### config.mk
export PLATFORM = sky130hd
export DESIGN_NAME = gap_buffer_line_editor_unit
export DESIGN_NICKNAME = d
export VERILOG_FILES = /design/src/sv/gble_pkg.sv /design/src/sv/gap_buffer_line_editor_unit.sv /design/src/sv/gble_res_fifo.sv
export SDC_FILE = /design/constraint.sdc
export NUM_CORES = 1
export LEC_CHECK = 0
export ABC_AREA = 1
export BUFFER_PORTS_ARGS = -buffer_cell sky130_fd_sc_hd__buf_2
export CAP_MARGIN = 20
export CORE_MARGIN = 2
export CORE_UTILIZATION = 45
export DETAILED_ROUTE_END_ITERATION = 8
export PLACE_DENSITY = 0.58
export SLEW_MARGIN = 20
export SYNTH_ARGS = -nofsm -noshare
export SYNTH_HDL_FRONTEND = slang
export SYNTH_HIERARCHICAL = 1
export SYNTH_SLANG_ARGS = --single-unit
### constraint.sdc
create_clock -name i_clk -period 4.2 [get_ports i_clk]
set_input_delay 0.21 -clock i_clk [delete_from_list [all_inputs] [get_ports i_clk]]
set_output_delay 0.21 -clock i_clk [all_outputs]
set_load 0.1 [all_outputs]
### src/sv/gble_pkg.sv
`timescale 1ns / 1ps
// Shared types and constants of the gap-buffer line editor.
// Used by gble_res_fifo and gap_buffer_line_editor_unit; depends on nothing.
package gble_pkg;

    localparam int FieldW     = 6;  // width of text_length and cursor_pos
    localparam int FifoDepth  = 4;
    localparam int FifoPtrW   = 2;
    localparam int FifoCountW = 3;

    typedef enum logic [2:0] {
        CMD_INSERT    = 3'd0,
        CMD_BACKSPACE = 3'd1,
        CMD_LEFT      = 3'd2,
        CMD_RIGHT     = 3'd3,
        CMD_READ      = 3'd4,
        CMD_CLEAR     = 3'd5
    } t_cmd;

    typedef enum logic [1:0] {
        ST_DONE  = 2'd0,
        ST_FULL  = 2'd1,
        ST_BOUND = 2'd2
    } t_status;

    typedef enum logic [1:0] {
        S_IDLE,
        S_MOVE,
        S_READ
    } t_state;

    typedef struct packed {
        logic [7:0]        char_out;
        logic              char_valid;
        logic              last_result;
        t_status           status;
        logic [FieldW-1:0] text_length;
        logic [FieldW-1:0] cursor_pos;
    } t_result;

endpackage

### src/sv/gap_buffer_line_editor_unit.sv
`timescale 1ns / 1ps
// Gap-buffer line editor: text store in one synchronous RAM, gap pointers in flops.
// Insert, backspace, clear, refused and unused commands: result queued at accept.
// Cursor left/right: RAM read, then write back of the moved character (held while the queue is full).
// Read out: after accept, one character per cycle while the result queue has room, limited by the
// single RAM read port; the next item is taken once the last character has landed.
// Reset (synchronous, active low) empties the line and the result queue; the store is not swept.
module gap_buffer_line_editor_unit #(
    parameter int DEPTH = 64
) (
    input  logic        i_clk,
    input  logic        i_rst_n,
    input  logic        i_s_tvalid,
    output logic        o_s_tready,
    input  logic [7:0]  i_s_tdata,   // [7:0] char_in
    input  logic [2:0]  i_s_tuser,   // [2:0] cmd
    output logic        o_m_tvalid,
    input  logic        i_m_tready,
    output logic [23:0] o_m_tdata,   // [7:0] char_out, [9:8] status, [15:10] text_length,
                                     // [21:16] cursor_pos, [23:22] zero
    output logic        o_m_tuser,   // [0] char_valid
    output logic        o_m_tlast    // last_result
);

    localparam int AW = $clog2(DEPTH);
    localparam logic [AW-1:0] LastIdx = AW'(DEPTH - 1);

    logic [7:0]  r_store [DEPTH];
    logic [7:0]  r_rd_data;

    gble_pkg::t_state r_state, n_state;
    logic [AW-1:0] r_gap_first, n_gap_first;
    logic [AW-1:0] r_gap_last,  n_gap_last;
    logic [AW-1:0] r_count,     n_count;
    logic [AW-1:0] r_addr,      n_addr;
    logic [AW-1:0] r_remain,    n_remain;
    logic          r_move_left, n_move_left;
    logic          r_rd_vld,    n_rd_vld;
    logic          r_rd_last,   n_rd_last;

    logic          s_accept;
    gble_pkg::t_cmd cmd;
    logic          mem_we, mem_re;
    logic [AW-1:0] mem_waddr, mem_raddr;
    logic [7:0]    mem_wdata;
    logic          edit_push;
    gble_pkg::t_status edit_status;
    logic          fifo_push, fifo_full;
    logic [gble_pkg::FifoCountW-1:0] fifo_count;
    gble_pkg::t_result fifo_in, fifo_out;
    logic [AW-1:0] addr_inc;

    assign cmd        = gble_pkg::t_cmd'(i_s_tuser);
    assign o_s_tready = (r_state == gble_pkg::S_IDLE) && !r_rd_vld && !fifo_full;
    assign s_accept   = i_s_tvalid && o_s_tready;
    assign addr_inc   = r_addr + 1'b1;

    // Text store: one write and one registered read per cycle. Reads and writes never
    // target the same cycle, so no forwarding is needed.
    always_ff @(posedge i_clk) begin
        if (mem_we) begin
            r_store[mem_waddr] <= mem_wdata;
        end
        if (mem_re) begin
            r_rd_data <= r_store[mem_raddr];
        end
    end

    always_ff @(posedge i_clk) begin
        if (!i_rst_n) begin
            r_state     <= gble_pkg::S_IDLE;
            r_gap_first <= '0;
            r_gap_last  <= LastIdx;
            r_count     <= '0;
            r_addr      <= '0;
            r_remain    <= '0;
            r_move_left <= 1'b0;
            r_rd_vld    <= 1'b0;
            r_rd_last   <= 1'b0;
        end else begin
            r_state     <= n_state;
            r_gap_first <= n_gap_first;
            r_gap_last  <= n_gap_last;
            r_count     <= n_count;
            r_addr      <= n_addr;
            r_remain    <= n_remain;
            r_move_left <= n_move_left;
            r_rd_vld    <= n_rd_vld;
            r_rd_last   <= n_rd_last;
        end
    end

    always_comb begin
        n_state     = r_state;
        n_gap_first = r_gap_first;
        n_gap_last  = r_gap_last;
        n_count     = r_count;
        n_addr      = r_addr;
        n_remain    = r_remain;
        n_move_left = r_move_left;
        n_rd_vld    = 1'b0;
        n_rd_last   = r_rd_last;
        mem_we      = 1'b0;
        mem_re      = 1'b0;
        mem_waddr   = r_gap_first;
        mem_raddr   = r_addr;
        mem_wdata   = i_s_tdata;
        edit_push   = 1'b0;
        edit_status = gble_pkg::ST_DONE;

        unique case (r_state)
            gble_pkg::S_IDLE: begin
                if (s_accept) begin
                    case (cmd)
                        gble_pkg::CMD_INSERT: begin
                            edit_push = 1'b1;
                            if (r_gap_first == r_gap_last) begin
                                edit_status = gble_pkg::ST_FULL;
                            end else begin
                                mem_we      = 1'b1;
                                n_gap_first = r_gap_first + 1'b1;
                                n_count     = r_count + 1'b1;
                            end
                        end
                        gble_pkg::CMD_BACKSPACE: begin
                            edit_push = 1'b1;
                            if (r_gap_first == '0) begin
                                edit_status = gble_pkg::ST_BOUND;
                            end else begin
                                n_gap_first = r_gap_first - 1'b1;
                                n_count     = r_count - 1'b1;
                            end
                        end
                        gble_pkg::CMD_LEFT: begin
                            if (r_gap_first == '0) begin
                                edit_push   = 1'b1;
                                edit_status = gble_pkg::ST_BOUND;
                            end else begin
                                mem_re      = 1'b1;
                                mem_raddr   = r_gap_first - 1'b1;
                                n_move_left = 1'b1;
                                n_state     = gble_pkg::S_MOVE;
                            end
                        end
                        gble_pkg::CMD_RIGHT: begin
                            if (r_gap_last == LastIdx) begin
                                edit_push   = 1'b1;
                                edit_status = gble_pkg::ST_BOUND;
                            end else begin
                                mem_re      = 1'b1;
                                mem_raddr   = r_gap_last + 1'b1;
                                n_move_left = 1'b0;
                                n_state     = gble_pkg::S_MOVE;
                            end
                        end
                        gble_pkg::CMD_READ: begin
                            if (r_count == '0) begin
                                edit_push = 1'b1;
                            end else begin
                                // start at the right part when nothing lies left of the gap
                                n_addr   = (r_gap_first == '0) ? r_gap_last + 1'b1 : '0;
                                n_remain = r_count;
                                n_state  = gble_pkg::S_READ;
                            end
                        end
                        gble_pkg::CMD_CLEAR: begin
                            edit_push   = 1'b1;
                            n_gap_first = '0;
                            n_gap_last  = LastIdx;
                            n_count     = '0;
                        end
                        default: begin
                            edit_push = 1'b1;
                        end
                    endcase
                end
            end
            gble_pkg::S_MOVE: begin
                // write the moved character across the gap, then shift the gap
                if (!fifo_full) begin
                    mem_we    = 1'b1;
                    mem_wdata = r_rd_data;
                    edit_push = 1'b1;
                    n_state   = gble_pkg::S_IDLE;
                    if (r_move_left) begin
                        mem_waddr   = r_gap_last;
                        n_gap_first = r_gap_first - 1'b1;
                        n_gap_last  = r_gap_last - 1'b1;
                    end else begin
                        mem_waddr   = r_gap_first;
                        n_gap_first = r_gap_first + 1'b1;
                        n_gap_last  = r_gap_last + 1'b1;
                    end
                end
            end
            gble_pkg::S_READ: begin
                // issue only when the queue has room for every read still in flight
                if ((4'(fifo_count) + 4'(r_rd_vld)) < 4'(gble_pkg::FifoDepth)) begin
                    mem_re    = 1'b1;
                    mem_raddr = r_addr;
                    n_rd_vld  = 1'b1;
                    n_rd_last = (r_remain == AW'(1));
                    n_remain  = r_remain - 1'b1;
                    n_addr    = (addr_inc == r_gap_first) ? r_gap_last + 1'b1 : addr_inc;
                    if (r_remain == AW'(1)) begin
                        n_state = gble_pkg::S_IDLE;
                    end
                end
            end
            default: begin
                n_state = gble_pkg::S_IDLE;
            end
        endcase
    end

    always_comb begin
        if (r_rd_vld) begin
            fifo_in.char_out    = r_rd_data;
            fifo_in.char_valid  = 1'b1;
            fifo_in.last_result = r_rd_last;
            fifo_in.status      = gble_pkg::ST_DONE;
            fifo_in.text_length = gble_pkg::FieldW'(r_count);
            fifo_in.cursor_pos  = gble_pkg::FieldW'(r_gap_first);
        end else begin
            fifo_in.char_out    = 8'd0;
            fifo_in.char_valid  = 1'b0;
            fifo_in.last_result = 1'b1;
            fifo_in.status      = edit_status;
            fifo_in.text_length = gble_pkg::FieldW'(n_count);
            fifo_in.cursor_pos  = gble_pkg::FieldW'(n_gap_first);
        end
    end

    assign fifo_push = r_rd_vld || edit_push;

    gble_res_fifo u_res_fifo (
        .i_clk   (i_clk),
        .i_rst_n (i_rst_n),
        .i_push  (fifo_push),
        .i_data  (fifo_in),
        .i_pop   (i_m_tready),
        .o_data  (fifo_out),
        .o_valid (o_m_tvalid),
        .o_full  (fifo_full),
        .o_count (fifo_count)
    );

    assign o_m_tdata = {2'b00, fifo_out.cursor_pos, fifo_out.text_length,
                        fifo_out.status, fifo_out.char_out};
    assign o_m_tuser = fifo_out.char_valid;
    assign o_m_tlast = fifo_out.last_result;

`ifndef SYNTH
    a_count_matches_gap: assert property (@(posedge i_clk) disable iff (!i_rst_n)
        (7'(r_count) + 7'(r_gap_last)) == (7'(r_gap_first) + 7'(LastIdx)))
        else $error("character count disagrees with gap pointers");

    a_gap_ordered: assert property (@(posedge i_clk) disable iff (!i_rst_n)
        r_gap_first <= r_gap_last)
        else $error("gap start passed gap end");

    a_no_queue_overflow: assert property (@(posedge i_clk) disable iff (!i_rst_n)
        fifo_push |-> (!fifo_full || i_m_tready))
        else $error("result pushed into full queue");

    a_read_last_ends_stream: assert property (@(posedge i_clk) disable iff (!i_rst_n)
        (r_rd_vld && r_rd_last) |-> (r_state == gble_pkg::S_IDLE))
        else $error("final read beat while read still running");
`endif

endmodule

### src/sv/gble_res_fifo.sv
`timescale 1ns / 1ps
// Small result queue between the editor core and the output stream.
// Depends on gble_pkg for the result type and queue depth.
module gble_res_fifo (
    input  logic                                i_clk,
    input  logic                                i_rst_n,
    input  logic                                i_push,
    input  gble_pkg::t_result                   i_data,
    input  logic                                i_pop,
    output gble_pkg::t_result                   o_data,
    output logic                                o_valid,
    output logic                                o_full,
    output logic [gble_pkg::FifoCountW-1:0]     o_count
);

    gble_pkg::t_result                  r_mem [gble_pkg::FifoDepth];
    logic [gble_pkg::FifoPtrW-1:0]      r_wr_ptr;
    logic [gble_pkg::FifoPtrW-1:0]      r_rd_ptr;
    logic [gble_pkg::FifoCountW-1:0]    r_count;
    logic                               do_pop;

    assign o_valid = (r_count != '0);
    assign o_full  = (r_count == gble_pkg::FifoCountW'(gble_pkg::FifoDepth));
    assign o_count = r_count;
    assign o_data  = r_mem[r_rd_ptr];
    assign do_pop  = i_pop && o_valid;

    always_ff @(posedge i_clk) begin
        if (i_push) begin
            r_mem[r_wr_ptr] <= i_data;
        end
    end

    always_ff @(posedge i_clk) begin
        if (!i_rst_n) begin
            r_wr_ptr <= '0;
            r_rd_ptr <= '0;
            r_count  <= '0;
        end else begin
            if (i_push) begin
                r_wr_ptr <= r_wr_ptr + 1'b1;
            end
            if (do_pop) begin
                r_rd_ptr <= r_rd_ptr + 1'b1;
            end
            case ({i_push, do_pop})
                2'b10:   r_count <= r_count + 1'b1;
                2'b01:   r_count <= r_count - 1'b1;
                default: r_count <= r_count;
            endcase
        end
    end

endmodule

* After elaboration in Yosys (flattened, before gate mapping)
Memory sizes are Yosys's and may differ from the RTL's. A register that Yosys moved wholly into a read port is not among the register bits. Cells that the tools add are included.
Storage, ports and cells: bits in registers 42, RAM bits 608, bits of input ports 15, logic and storage cells 160, memories kept 2
Memory list:
- r_store | words 64, bits a word 8, rd ports 1, clocked after memory_dff 1, wr ports 1, line gap_buffer_line_editor_unit.sv:28 | logic [7:0] r_store [DEPTH];
- u_res_fifo.r_mem | words 4, bits a word 24, rd ports 1, clocked after memory_dff 1, wr ports 1, line gble_res_fifo.sv:16 | gble_pkg::t_result r_mem [gble_pkg::FifoDepth];
Operators by class: add/subtract/negate cells 13, order comparisons 1, eq/ne operators 27, mux-type cells 82, reduce and logical (&&, ||, !) cells 23
Operators by type and width (number):
- 2-to-1 mux 6 bit | 30
- case mux 6 bit (2 select lines) | 5
- case mux 6 bit (3 select lines) | 2
- 2-to-1 mux 2 bit | 13
- adder 6 x 1 -> 6 bit, second input constant | 4
- 2-to-1 mux 24 bit | 1
- subtractor 6 x 1 -> 6 bit, second input constant | 4
- 2-to-1 mux 1 bit | 19
- case mux 2 bit (3 select lines) | 3
- 2-to-1 mux 8 bit | 2
- != test 2 bit, second input constant | 7
- equality test 6 bit | 2
- logical NOT 6 bit | 2
- case mux 1 bit (2 select lines) | 5
- AND reduction 5 bit | 2
- equality test 3 bit, second input constant | 3
- != test 3 bit, second input constant | 3
- AND reduction 8 bit | 1
- nonzero test 2 bit | 4
- equality test 3 x 2 -> 1 bit, second input constant | 2
- equality test 6 x 1 -> 1 bit, second input constant | 1
- equality test 6 bit, second input constant | 1
- case mux 3 bit (2 select lines) | 1
- adder 2 x 1 -> 2 bit, second input constant | 2
- other kinds (19) | 27

* Longest topological paths before layout
Gate-level depths: netlist of the first run.
depth after elaboration 9, gate-level depth with buffers 19, gate-level depth less buffers 18

* Hierarchy
Netlist of the first run, hierarchy kept.
Modules (own cells, without submodules):
- gap_buffer_line_editor_unit | times used 1, cells an instance 2722, area each 26746.9 sq um, sequential area each 16315.6 sq um
- gble_res_fifo | times used 1, cells an instance 298, area each 4196.5 sq um, sequential area each 3062.9 sq um

* Least setup slack after synthesis of the first run
No wires, ideal clock.
path type register -> register, from register r_gap_first[1], to register u_res_fifo.r_count, in the netlist u_res_fifo/o_count[2], library setup time 113 ps, data arrival time 2829 ps, setup slack 1258 ps, cell stages (with the launch flop) 20, buffers on the path 2, clock period less this slack 2942 ps, cell sequence dfxtp_1 clkbuf_1 inv_1 ha_1 nand3_1 buf_2 inv_1 a21oi_1 a21boi_0 o211ai_1 inv_1 ha_1 inv_1 fa_1 inv_1 nand2_1 nand3_1 nand2_1 nand2_1 nor2_1
On the way: longest elaborated chain between the ends 8
Ends and longest elaborated chain:
- start: declaration | line gap_buffer_line_editor_unit.sv:32 | logic [AW-1:0] r_gap_first, n_gap_first;
- start signal: assignment | line gap_buffer_line_editor_unit.sv:82 | r_gap_first <= n_gap_first;
- logical NOT 6 bit (*) | line gap_buffer_line_editor_unit.sv:135 | if (r_gap_first == '0) begin
- 2-to-1 mux 1 bit (*) | line gap_buffer_line_editor_unit.sv:135
- case mux 1 bit (3 select lines) (*) | line gap_buffer_line_editor_unit.sv:114 | case (cmd)
- 2-to-1 mux 1 bit (*) | line gap_buffer_line_editor_unit.sv:113 | if (s_accept) begin
- case mux 1 bit (2 select lines) (*) | line gap_buffer_line_editor_unit.sv:111 | unique case (r_state)
- logical OR 1 bit (*) | line gap_buffer_line_editor_unit.sv:234 | assign fifo_push = r_rd_vld || edit_push;
- named net fifo_push | line gap_buffer_line_editor_unit.sv:48 | logic fifo_push, fifo_full;
- equality test 2 x 1 -> 1 bit or equality test 2 bit (tied branches) | line gble_res_fifo.sv:46 | case ({i_push, do_pop})
- case mux 3 bit (2 select lines) or nonzero test 2 bit (tied branches)
- end signal: assignment | line gble_res_fifo.sv:47 | 2'b10: r_count <= r_count + 1'b1;
- end signal: assignment | line gble_res_fifo.sv:48 | 2'b01: r_count <= r_count - 1'b1;
- end signal: assignment | line gble_res_fifo.sv:49 | default: r_count <= r_count;
- end: declaration | line gble_res_fifo.sv:19 | logic [gble_pkg::FifoCountW-1:0] r_count;
The timed path passes the listed nets; every way through them passes the cells marked *. A chain may end at the register's enable or synchronous reset.

* Final worst setup path of the first run
from register r_gap_first[0], to register r_rd_data[3] (read register of r_store), data pin
On the way: longest elaborated chain between the ends 5
Ends and longest elaborated chain:
- subtractor 6 x 1 -> 6 bit or logical NOT 6 bit (tied branches) | line gap_buffer_line_editor_unit.sv:140, gap_buffer_line_editor_unit.sv:135
- 2-to-1 mux 6 bit or 2-to-1 mux 1 bit (tied branches) | line gap_buffer_line_editor_unit.sv:135
- case mux 6 bit (2 select lines) or case mux 1 bit (2 select lines) (tied branches) | line gap_buffer_line_editor_unit.sv:114
- 2-to-1 mux 6 bit or 2-to-1 mux 1 bit (tied branches) | line gap_buffer_line_editor_unit.sv:113
- 2-to-1 mux 6 bit or case mux 1 bit (2 select lines) (tied branches)
- end: declaration | line gap_buffer_line_editor_unit.sv:29 | logic [7:0] r_rd_data;
Parallel ways exist; a longest one is shown, timed or not.

==> impl_metrics.ini, run 1 <==
[worst_setup_path]
critPathMaxFanout = 58
start_kind = register
reg2reg_depth = 15
r2r_start = r_gap_first[0]$_SDFF_PN0_
cp-startpoint = r_gap_first[0]$_SDFF_PN0_
required_ns = 4.57
critPathArrivalTime_ns = 4.25
endpoint_kind = register
crit_type = register to register

[drt]
vias = 22100
first_iter_violations = 2458
firstDrtPassIters = 6
drc = 0
routed_wl_mm = 87.1
antenna_left = 0
wl_per_cell_um = 21.9
vias_per_cell = 5.54

[final_layout]
syn_to_final_growth_pct = 11.8
final_area_um2 = 34600
drive_above_1_share_pct = 10.5
stdcell_count = 3986
fill_cells = 6151
nNetsFinal = 3080
insertedDiodeCount = 0
multiInputGateArea_um2 = 9070
regArea_um2 = 19400

[power]
power_leakage_nw = 13.6
max-vdd-ir-drop_mv = 0.418
p_per_area_nw_per_um2 = 484

[yosys]
yosysWarningCount = 6
synth-edff-count = 616
synthTopCellsByArea = edfxtp_1, nand3_1, nand2_1
avgSynthCellArea_um2 = 10.2
postSynthCellCount = 3020
yosysTopAreaCell = edfxtp_1
synth.distinct_cells = 49
yosysSeqAreaShare_pct = 62.6
synth_area_um2 = 30900
synth_flop_cell = edfxtp_1
synthDominantCellAreaShare_pct = 59.8
async_reset_ff_share_pct = 0
synth_seq_cells = 660

[floorplan]
ioPinCount = 43
row_count = 96
core_um2 = 68300
start_util_pct = 45.3
dieWidth_um = 266
die_area_um2 = 70900
die_y_um = 266

[clock_network]
clkLatencyLatePin_ns = 0.62
clock_sinks = 660
root_buffer = clkbuf_16
clk_path_buf_depth = 3
clkTransAtPathRegs_ns = 0.06
cts_tree = built
cts_buffers = 73
post-cts-setup-buffer-count = 0
htree_levels = 3

[timing]
post-route-period-util_pct = 92.5
relSlewSlack_pct = 33.0
setup_tns_ns = 0
hold_viol = 0
worst_pin_slew_ns = 1.00
setup_ws_ns = 0.314
min_period_ns = 3.89
finalSetupViolations = 0
slew_viol_final = 0
rsz0062_at_grt = no
fin_worst_skew_ns = 0.0147
max_freq_mhz = 257

[min_path]
whs_path_depth = 2
min_path_type = primary input to register
worstHoldStart = i_rst_n

[place]
post-place-cells = 3853
hpwl_mm = 52.7
portBuffers = 40
postPlaceCellArea_um2 = 32100
place.gp.congestion = 0.898
place_ws_ns = 0.312

[global_route]
gr-total-overflow = 0
track_usage_pct = 24.6
grt_pass1_vias = 21300
grt_max_degree = 117
grt_pass1_wl_mm = 132
antenna_found_initial = 0

[flow_run]
cap_violations = 0

[run_status]
outcome = finished, final reports clean
## cell usage after synthesis (all sizes together) (13+ instances only)
cell type	number
edfxtp	616
nand3	581
nand2	544
inv	431
nand3b	177
nor2	172
buf	152
o21ai	106
a21oi	49
dfxtp	44
o22ai	31
clkbuf	20
ha	16
xor2	15
o211ai	13
## placed cells by master, fill, tap and decap left out, types with 9 or more instances in the layout
cell,n
edfxtp_1,616
nand3_1,579
nand2_1,527
inv_1,409
nand3b_1,177
nor2_1,136
o21ai_0,95
clkbuf_16,75
buf_4,70
a21oi_1,49
dfxtp_1,44
buf_2,40
nor2_2,30
inv_2,22
o22ai_2,20
clkbuf_1,18
ha_1,16
clkinv_1,15
xor2_1,15
o211ai_1,13
buf_12,12
nand2_2,11
o22ai_1,11
clkinv_2,10
bufinv_16,10
nor3_1,9
## layout make-up
| class | instances | share of cell area [%] |
|---|---|---|
| flip-flops and latches | 660 | 56.0 |
| clock inverters | 38 | 1.37 |
| well taps | 882 | 3.19 |
| multi-input cells | 1755 | 26.2 |
| repair buffers | 124 | 2.85 |
| clock buffers | 93 | 5.62 |
| inverters | 434 | 4.71 |
## metal layers
metal | vias up | part of all wire [%] | track usage (%)
met3 | 162 | 6.3 | 4.23
met5 | - | 0 | 0
met1 | 10800 | 43 | 33.3
met2 | 774 | 48 | 40.3
met4 | 0 | 3.1 | 7.93
li1 | 10300 | - | -
## through the flow
step | hold slack (ns) | utilization, % | power, mW
after CTS | 0.00969 | 50.6 | 16.9
after floorplan | 0.328 | - | 9.65
final | 0.0541 | 50.6 | 16.7
after global routing | 0.0326 | 50.6 | 17.3
after detailed placement | 0.481 | 47.0 | 10.3
after global placement | 0.470 | 47.0 | 10.3
## power by group
group / internal (mW) / switching (mW) / total [mW] / leakage (nW)
sequential: 7.37 / 0.0907 / 7.46 / 5.90
clock: 3.90 / 2.64 / 6.55 / 1.18
combinational: 0.538 / 2.21 / 2.74 / 6.54
## critical path: stages (launching register included)
cell and delay [ns]:
dfxtp_1 0.54, inv_1 0.22, ha_1 0.26, nand3_1 0.33
nand2_1 0.16, nand2_1 0.13, nand2_4 0.10, nand2_8 0.20
buf_4 0.60, nand3_1 0.14, nand3_1 0.14, nand3_1 0.11
nand3_1 0.13, nand3_1 0.18, nand3_1 0.24, nand2_1 0.08
## logic make-up (layout without fill, tap and decap cells)
logic type	after synthesis	in the layout	synth area share, %
and+or+nand+nor	1495	1495	23.3
buffers and inverters	606	689	8.33
DFF	660	660	62.6
other	1	2	0.0121
AOI/OAI and AO/OA	222	222	4.49
adders and majority gates	17	17	0.712
xor gates and xnor gates	19	19	0.538
## sequential cells by signal, summed over array words and instances, names as in the netlist, 6 cells and up, named ones only
name              flops
u_res_fifo/r_mem     96
r_rd_data             8
r_remain              6
r_count               6
r_gap_last            6
r_gap_first           6
r_addr                6
r_store             512
## final timing paths
path,endpoint,slack [ns]
worst max-delay path,r_rd_data[3]$_DFFE_PP_,0.31
worst min-delay path,r_gap_last[1]$_SDFFE_PN1P_,0.05
worst max register to register,r_rd_data[3]$_DFFE_PP_,0.31
worst min register to register,r_remain[2]$_SDFFE_PN0P_,0.49
## timing repair
item,4_1_cts,5_1_grt
resized for setup,0,1
endpoints found under the setup margin,0,3
hold endpoints to repair,6,0
hold buffers,2,0
No activity file was read; power rests on OpenSTA's default activity.
==> run 2, diff against run 1 <==
--- a/config.mk
+++ b/config.mk
@@ -11,6 +11,7 @@
 export CORE_MARGIN = 2
 export CORE_UTILIZATION = 45
 export DETAILED_ROUTE_END_ITERATION = 8
+export GPL_TIMING_DRIVEN = 0
 export PLACE_DENSITY = 0.58
 export SLEW_MARGIN = 20
 export SYNTH_ARGS = -nofsm -noshare
==> impl_metrics.ini, run 2 (same netlist as run 1, synthesis figures left out) <==
[clock_network]
cts_tree = built
clkLatencyLatePin_ns = 0.63
post-cts-setup-buffer-count = 0
clk_path_buf_depth = 3
root_buffer = clkbuf_16
cts_buffers = 73
htree_levels = 3
clkTransAtPathRegs_ns = 0.06
clock_sinks = 660

[worst_setup_path]
cp_cell_sequence = buf_2, inv_1, ha_1, nand3_1, buf_2, inv_1, o22ai_1, nand2_1, nand2_1, inv_1, buf_2, nand3_1, nand3_1, nand3_1, nand2_1
critPathTopFamily = buffers and inverters
critPathMaxFanout = 10
required_ns = 4.53
critPathArrivalTime_ns = 4.33
cp_slowest_stage_delay_ns = 0.47
worst-path-stages = 15
r2r_start = r_gap_first[0]$_SDFF_PN0_
cpMostUsedCell = nand3_1
endpoint_kind = register
reg2reg_depth = 15
crit_type = register to register
cp-startpoint = r_gap_first[0]$_SDFF_PN0_
ff2ff_setup_slack_ns = 0.20
r2r-end = r_rd_data[1]$_DFFE_PP_
start_kind = register
crit_end = r_rd_data[1]$_DFFE_PP_
slowest_stage = nand2_1
worst-path-buf-inv = 6

[floorplan]
start_util_pct = 45.3
die_y_um = 266
dieWidth_um = 266
die_area_um2 = 70900
ioPinCount = 43
row_count = 96
core_um2 = 68300

[place]
place_ws_ns = 0.166
portBuffers = 40
place.gp.congestion = 0.981
post-place-cells = 3951
hpwl_mm = 67.3

[global_route]
antenna_found_initial = 2
grt_max_degree = 65
grt_pass1_wl_mm = 141
grt_pass1_vias = 22000
track_usage_pct = 27.1
gr-total-overflow = 0

[power]
max-vdd-ir-drop_mv = 0.409
power_leakage_nw = 13.8
p_per_area_nw_per_um2 = 480
p_total_mw = 16.7

[timing]
post-route-period-util_pct = 95.2
finalSetupViolations = 0
rsz0062_at_grt = no
setup_tns_ns = 0
whs_ns = 0.0711
worst_pin_slew_ns = 0.995
relSlewSlack_pct = 33.4
min_period_ns = 4.00
hold_viol = 0
fin_worst_skew_ns = 0.0195
max_freq_mhz = 250
setup_ws_ns = 0.200
slew_viol_final = 0

[final_layout]
final_common_cell = edfxtp_1
nNetsFinal = 3178
top_register = r_store
largest_reg_flops = 512
drive_above_1_share_pct = 12.6
syn_to_final_growth_pct = 12.7
fill_cells = 6204
reg_top3 = r_store x512, u_res_fifo/r_mem x96, r_rd_data x8
stdcell_count = 4089
layout_common_cells = edfxtp_1, nand3_1, nand2_1, inv_1, nand3b_1

[drt]
wl_per_cell_um = 23.4
vias_per_cell = 5.58
vias = 22800
firstDrtPassIters = 6
antenna_left = 0
drc = 0
routed_wl_mm = 95.6
first_iter_violations = 2546

[min_path]
min_path_type = primary input to register

[run_status]
outcome = finished, final reports clean

[flow_run]
cap_violations = 0
-- run 2: cell count changes in the layout (fill, tap and decap cells not counted), moves of 5 or more --
| cell | before | now |
|---|---|---|
| buf_16 | 0 | 5 |
| nand2_4 | 2 | 10 |
| buf_4 | 70 | 33 |
| buf_12 | 12 | 3 |
| buf_6 | 0 | 5 |
| nand2_2 | 11 | 4 |
| clkbuf_1 | 18 | 47 |
| buf_2 | 40 | 153 |
-- run 2: worst min path at each step --
stage	from	endpoint	cells after the start
after CTS	i_s_tuser[2]	r_state[1]$_SDFFE_PN0P_	5
after detailed placement	r_remain[2]$_SDFFE_PN0P_	r_remain[2]$_SDFFE_PN0P_	2
final	i_s_tuser[2]	r_state[1]$_SDFFE_PN0P_	5
after global routing	i_s_tuser[0]	r_move_left$_SDFFE_PN0P_	4
after global placement	r_remain[2]$_SDFFE_PN0P_	r_remain[2]$_SDFFE_PN0P_	2
after floorplan	i_rst_n	register	2
-- run 2: layout make-up --
cell class	instances	area, um^2	area share [%]
clock inverters	31	347	0.993
multi-input cells	1755	9050	25.9
repair buffers	50	418	1.20
well taps	882	1100	3.16
inverters	434	1630	4.67
diodes	1	2.50	0.00717
clock buffers	104	2010	5.75
plain buffers	172	950	2.72
flip-flops and latches	660	19400	55.5
-- run 2: timing repair --
action                                 4_1_cts  5_1_grt
endpoints found under the hold margin        5        0
resized for setup                            0        2
hold buffers                                 2        0
setup endpoints to repair                    0        3
-- run 2: metal layers --
metal	vias to the layer above	wire [um]	track usage, %	part of all wire (%)
li1	10500	-	-	-
met1	11100	39400	36.0	41
met2	1001	45500	44.8	48
met3	208	6870	4.21	7.2
met4	2	3830	10.4	4.0
met5	-	13	0	0.014
-- run 2: power breakdown --
part	switching, mW	internal, mW	total [mW]
Combinational	2.31	0.595	2.91
Sequential	0.0666	7.37	7.43
Clock	2.68	3.73	6.40
Total	5.05	11.7	16.7
-- run 2: metrics by stage --
step           util (%)  instance area [um^2]
2_1_floorplan         -                 30900
3_3_place_gp       47.2                 32300
3_5_place_dp       47.6                 32500
4_1_cts            51.0                 34900
5_1_grt            51.0                 34900
6_report           51.0                 34900
-- run 2: tightest hold or removal path, cell delays in order --
cell and delay [ns]:
buf_2 0.14, inv_2 0.08, nor2_1 0.06, nand2_1 0.07, a2111oi_0 0.09
